## config.mk

```make
export PLATFORM = sky130hd
export DESIGN_NAME = mts_ctrl
export DESIGN_NICKNAME = d
export VERILOG_FILES = /design/src/design/mts_pkg.sv /design/src/design/mts_ctrl.sv
export SDC_FILE = /design/constraint.sdc
export NUM_CORES = 1
export LEC_CHECK = 0
export ABC_AREA = 1
export BUFFER_PORTS_ARGS = -buffer_cell sky130_fd_sc_hd__buf_4
export CORE_AREA = 2 2 39 41
export DETAILED_ROUTE_END_ITERATION = 10
export DIE_AREA = 0 0 41 43
export PLACE_DENSITY_LB_ADDON = 0.1
export SYNTH_ARGS = -nofsm -noshare
export SYNTH_HDL_FRONTEND = slang
export SYNTH_SLANG_ARGS = --single-unit
```

## constraint.sdc

```tcl
create_clock -name i_clk -period 1.2 [get_ports i_clk]
set_clock_uncertainty 0.15 [all_clocks]
set_input_delay 0 -clock i_clk [delete_from_list [all_inputs] [get_ports i_clk]]
set_output_delay 0 -clock i_clk [all_outputs]
set_load 0.02 [all_outputs]
```

## src/design/mts_pkg.sv

```systemverilog
// ----------------------------------------------------------------------------
// mts_pkg
// Shared types and constants for the min-tracking stack.
// ----------------------------------------------------------------------------
package mts_pkg;

    localparam int unsigned DEF_DEPTH      = 128;
    localparam int unsigned DEF_DATA_WIDTH = 32;

    typedef enum logic [1:0] {
        CMD_PUSH  = 2'd0,
        CMD_POP   = 2'd1,
        CMD_QUERY = 2'd2
    } t_cmd;

    typedef struct packed {
        logic [1:0]         command;
        logic signed [31:0] push_value;
    } t_in_item;

    typedef struct packed {
        logic signed [31:0] popped_value;
        logic signed [31:0] top_value;
        logic signed [31:0] min_value;
        logic               is_empty;
        logic [7:0]         entry_count;
        logic               rejected;
    } t_out_item;

    typedef struct packed {
        logic exec;
        logic load_rd;
        logic emit;
    } t_dp_cmd;

    typedef struct packed {
        logic pop_go;
    } t_dp_status;

endpackage

```

## src/design/mts_ctrl.sv

```systemverilog
// ----------------------------------------------------------------------------
// mts_ctrl
// Sequencer for the min-tracking stack: accepts transactions, waits for the
// memory read on a pop and hands results to the output register.
// ----------------------------------------------------------------------------
module mts_ctrl
    import mts_pkg::*;
(
    input  logic       i_clk,
    input  logic       i_rst_n,
    input  logic       i_in_valid,
    output logic       o_in_stall,
    output logic       o_out_valid,
    input  logic       i_out_stall,
    input  t_dp_status i_status,
    output t_dp_cmd    o_cmd
);

    typedef enum logic [2:0] {
        S_IDLE   = 3'b001,
        S_POP_RD = 3'b010,
        S_EMIT   = 3'b100
    } t_state;

    t_state r_state, n_state;
    logic   r_out_valid, n_out_valid;
    logic   slot_free;
    logic   emit_ok;
    logic   accept;

    assign slot_free  = !r_out_valid || !i_out_stall;
    assign emit_ok    = (r_state == S_EMIT) && slot_free;
    assign o_in_stall = !((r_state == S_IDLE) || emit_ok);
    assign accept     = i_in_valid && !o_in_stall;

    assign o_cmd.exec    = accept;
    assign o_cmd.load_rd = (r_state == S_POP_RD);
    assign o_cmd.emit    = emit_ok;
    assign o_out_valid   = r_out_valid;

    always_comb begin
        n_state = r_state;
        if (accept) begin
            n_state = i_status.pop_go ? S_POP_RD : S_EMIT;
        end else begin
            case (r_state)
                S_POP_RD: n_state = S_EMIT;
                S_EMIT:   n_state = emit_ok ? S_IDLE : S_EMIT;
                S_IDLE:   n_state = S_IDLE;
                default:  n_state = S_IDLE;
            endcase
        end
    end

    always_comb begin
        n_out_valid = r_out_valid;
        if (emit_ok) begin
            n_out_valid = 1'b1;
        end else if (!i_out_stall) begin
            n_out_valid = 1'b0;
        end
    end

    always_ff @(posedge i_clk) begin
        if (!i_rst_n) begin
            r_state     <= S_IDLE;
            r_out_valid <= 1'b0;
        end else begin
            r_state     <= n_state;
            r_out_valid <= n_out_valid;
        end
    end

endmodule

```

==> results.yml <==
global_route:
  grt_max_degree: 4
  grt_pass1_vias: 239
  overflow: 0
  grt_usage_pct: 7.14
  grt_first_pass_wirelength_um: 800
  antenna_found_initial: 0
sta:
  setup_viol: 1
  slew_headroom_pct: 90.9
  finalHoldViolCount: 1
  slew_viol_final: 0
  finalWorstSetupSlack_ps: -18.1
  hold-worst-slack_ps: -55.4
  fmaxAchievable_ghz: 0.821
  worst_slew_pin_slew_ps: 137
  rsz0062_at_grt: "true"
  min_period_over_period_pct: 102
  min_period_ps: 1220
worst_setup_path:
  path_cells: "nor2_4, nand3_2, nand2_4, nand2_4, inv_2, buf_6"
  end_kind: "output port"
  cp.arrival_ps: 1070
  rrSetupSlack_ps: 60
  path_buf_inv: 2
  critPathKind: "reg -> out"
  cp_common_cell: "nand2_4"
  cpMaxStageDelayCell: "dfxtp_2"
  cpLargestDelayFamily: "simple AND/OR/NAND/NOR gates"
  cp_max_fo: 3
  cp.required_ps: 1050
  start_kind: "flip-flop"
  cpPeakStageDelay_ps: 330
cells_and_area:
  layout_commonest_cell: "buf_4"
  drive_gt1_share_pct: 61.7
  n_antenna_cell: 0
  fin_area_sq_um: 409
  num-fill-cells: 158
  final_cell_mix: "buf_4 (10), inv_1 (7)"
  layout.nets: 54
  syn2layout_area_growth_pct: 93.5
  finish.utilization_pct: 29.6
synthesis:
  synth-seq-cells: 4
  synthesis.area_sq_um: 211
  synth_cell_types: 13
  ys_seq_area_share_pct: 37.9
  syn_nets: 35
  yosysWarnings: 0
  synthCells: 30
  syn_area_per_cell_sq_um: 7.05
die:
  die_w_um: 41
  die-height_um: 43
  design.core.area_sq_mm: 0.00138
  fp-row-count: 14
  dieArea_sq_mm: 0.00176
  ios: 10
  start_util_pct: 15.3
power:
  swShare_pct: 25.0
  p_int_uw: 313
  combPwrFrac_pct: 26.7
  power_density_mw_per_mm2: 1020
  seqPwrFrac_pct: 35.4
  p_leak_nw: 0.204
  switching_power_uw: 104
  p_clk_share_pct: 37.8
  ir_drop_mv: 0.410
drt:
  vias: 240
  wirelength_um: 501
  wl_per_cell_um: 7.95
  via_per_inst: 3.81
  drt-initial-drc-count: 5
  drtAntennaViolNets: 0
  drtPass1Iterations: 3
  drc: 0
clock_network:
  clk_pin_slew_ps: 40
  cts_tree: "built"
  clockBufferDepth: 2
  postCtsHoldBufs: 3
  cts-root-buf: "clkbuf_4"
  clock-sinks: 4
  clock_latency_ps: 230
  cts_made_buffers: 3
  cts-htree-levels: 1
run_status:
  violations: "hold timing, setup timing"
  run_status: "finished with violations"
placement:
  gp_congestion: 0.631
  placed_area_sq_um: 284
  port_buffers: 9
min_path:
  hold_path.class: "in -> reg"
flow_run:
  drv_cap: 0
==> power by group through the flow <==
stage / clock network [mW] / logic [mW] / registers [mW]
3_3_place_gp: 0 / 0.0693 / 0.147
4_1_cts: 0.169 / 0.101 / 0.145
2_1_floorplan: 0 / 0.0451 / 0.146
5_1_grt: 0.180 / 0.120 / 0.148
6_report: 0.158 / 0.111 / 0.148
3_5_place_dp: 0 / 0.0699 / 0.147
==> flip-flops by register name, indices dropped and copies added, names as in the netlist <==
signal,flops
r_state,3
o_out_valid,1
==> layout make-up <==
class	count	area [sq um]	area share (%)
Clock buffer	3	22.5	5.50
Inverter	9	33.8	8.26
Multi-Input combinational cell	15	110	26.9
Sequential cell	4	83.8	20.5
Tap cell	16	20.0	4.89
Timing Repair Buffer	16	139	33.9
==> synthesized netlist by cell type <==
master | n | area share (%)
inv_1 | 8 | 14
dfxtp_1 | 4 | 38
nand2_1 | 3 | 5.3
nand3_1 | 3 | 7.1
a21oi_1 | 2 | 4.7
buf_4 | 2 | 7.1
nand2_2 | 2 | 5.9
inv_2 | 1 | 1.8
nor2_1 | 1 | 1.8
nor2_2 | 1 | 3.0
nor3_2 | 1 | 4.7
o21ai_1 | 1 | 2.4
o21ai_2 | 1 | 4.1
==> path summary, 6_finish.rpt <==
path | from | to | cells after the start
worst max-delay path | r_state[1] | o_cmd[2] | 6
worst min-delay path | i_out_stall | o_out_valid | 3
worst max register to register | r_state[2] | r_state[0] | 7
worst min register to register | o_out_valid | o_out_valid | 2
==> worst min-delay path, stage by stage <==
cell and delay [ps]:
buf_4 110, nand2_2 90, a21oi_1 70
==> logic make-up (layout without fill, tap and decap cells) <==
| kind of cell | Yosys count | after routing | share of synthesized area [%] |
|---|---|---|---|
| and+or+nand+nor | 11 | 11 | 27.8 |
| buffers and inverters | 11 | 28 | 23.1 |
| DFF | 4 | 4 | 37.9 |
| AOI/OAI and AO/OA | 4 | 4 | 11.2 |
==> layer usage <==
metal	up-vias	track usage, %	wire [um]
met5	-	0	0
met3	2	3.14	23
met4	0	6.00	8
met1	104	7.74	192
met2	9	10.0	277
li1	125	-	-
==> per-stage QoR <==
stage | instances | setup TNS, ps | power, mW | setup WS [ps]
global route | 63 | -180 | 0.448 | -80.6
detailed placement | 53 | 0 | 0.216 | 119
floorplan | 30 | 0 | 0.191 | 47.0
CTS | 63 | -55.1 | 0.416 | -55.1
finish | 63 | -18.1 | 0.417 | -18.1
global placement | 53 | 0 | 0.216 | 118
==> what timing repair did <==
action | 4_1_cts | 5_1_grt
setup buffers | 4 | 0
endpoints found under the setup margin | 2 | 7
pin swaps | 3 | 3
hold endpoints to repair | 4 | 1
resized for setup | 7 | 6
No activity file was read; power rests on OpenSTA's default activity.
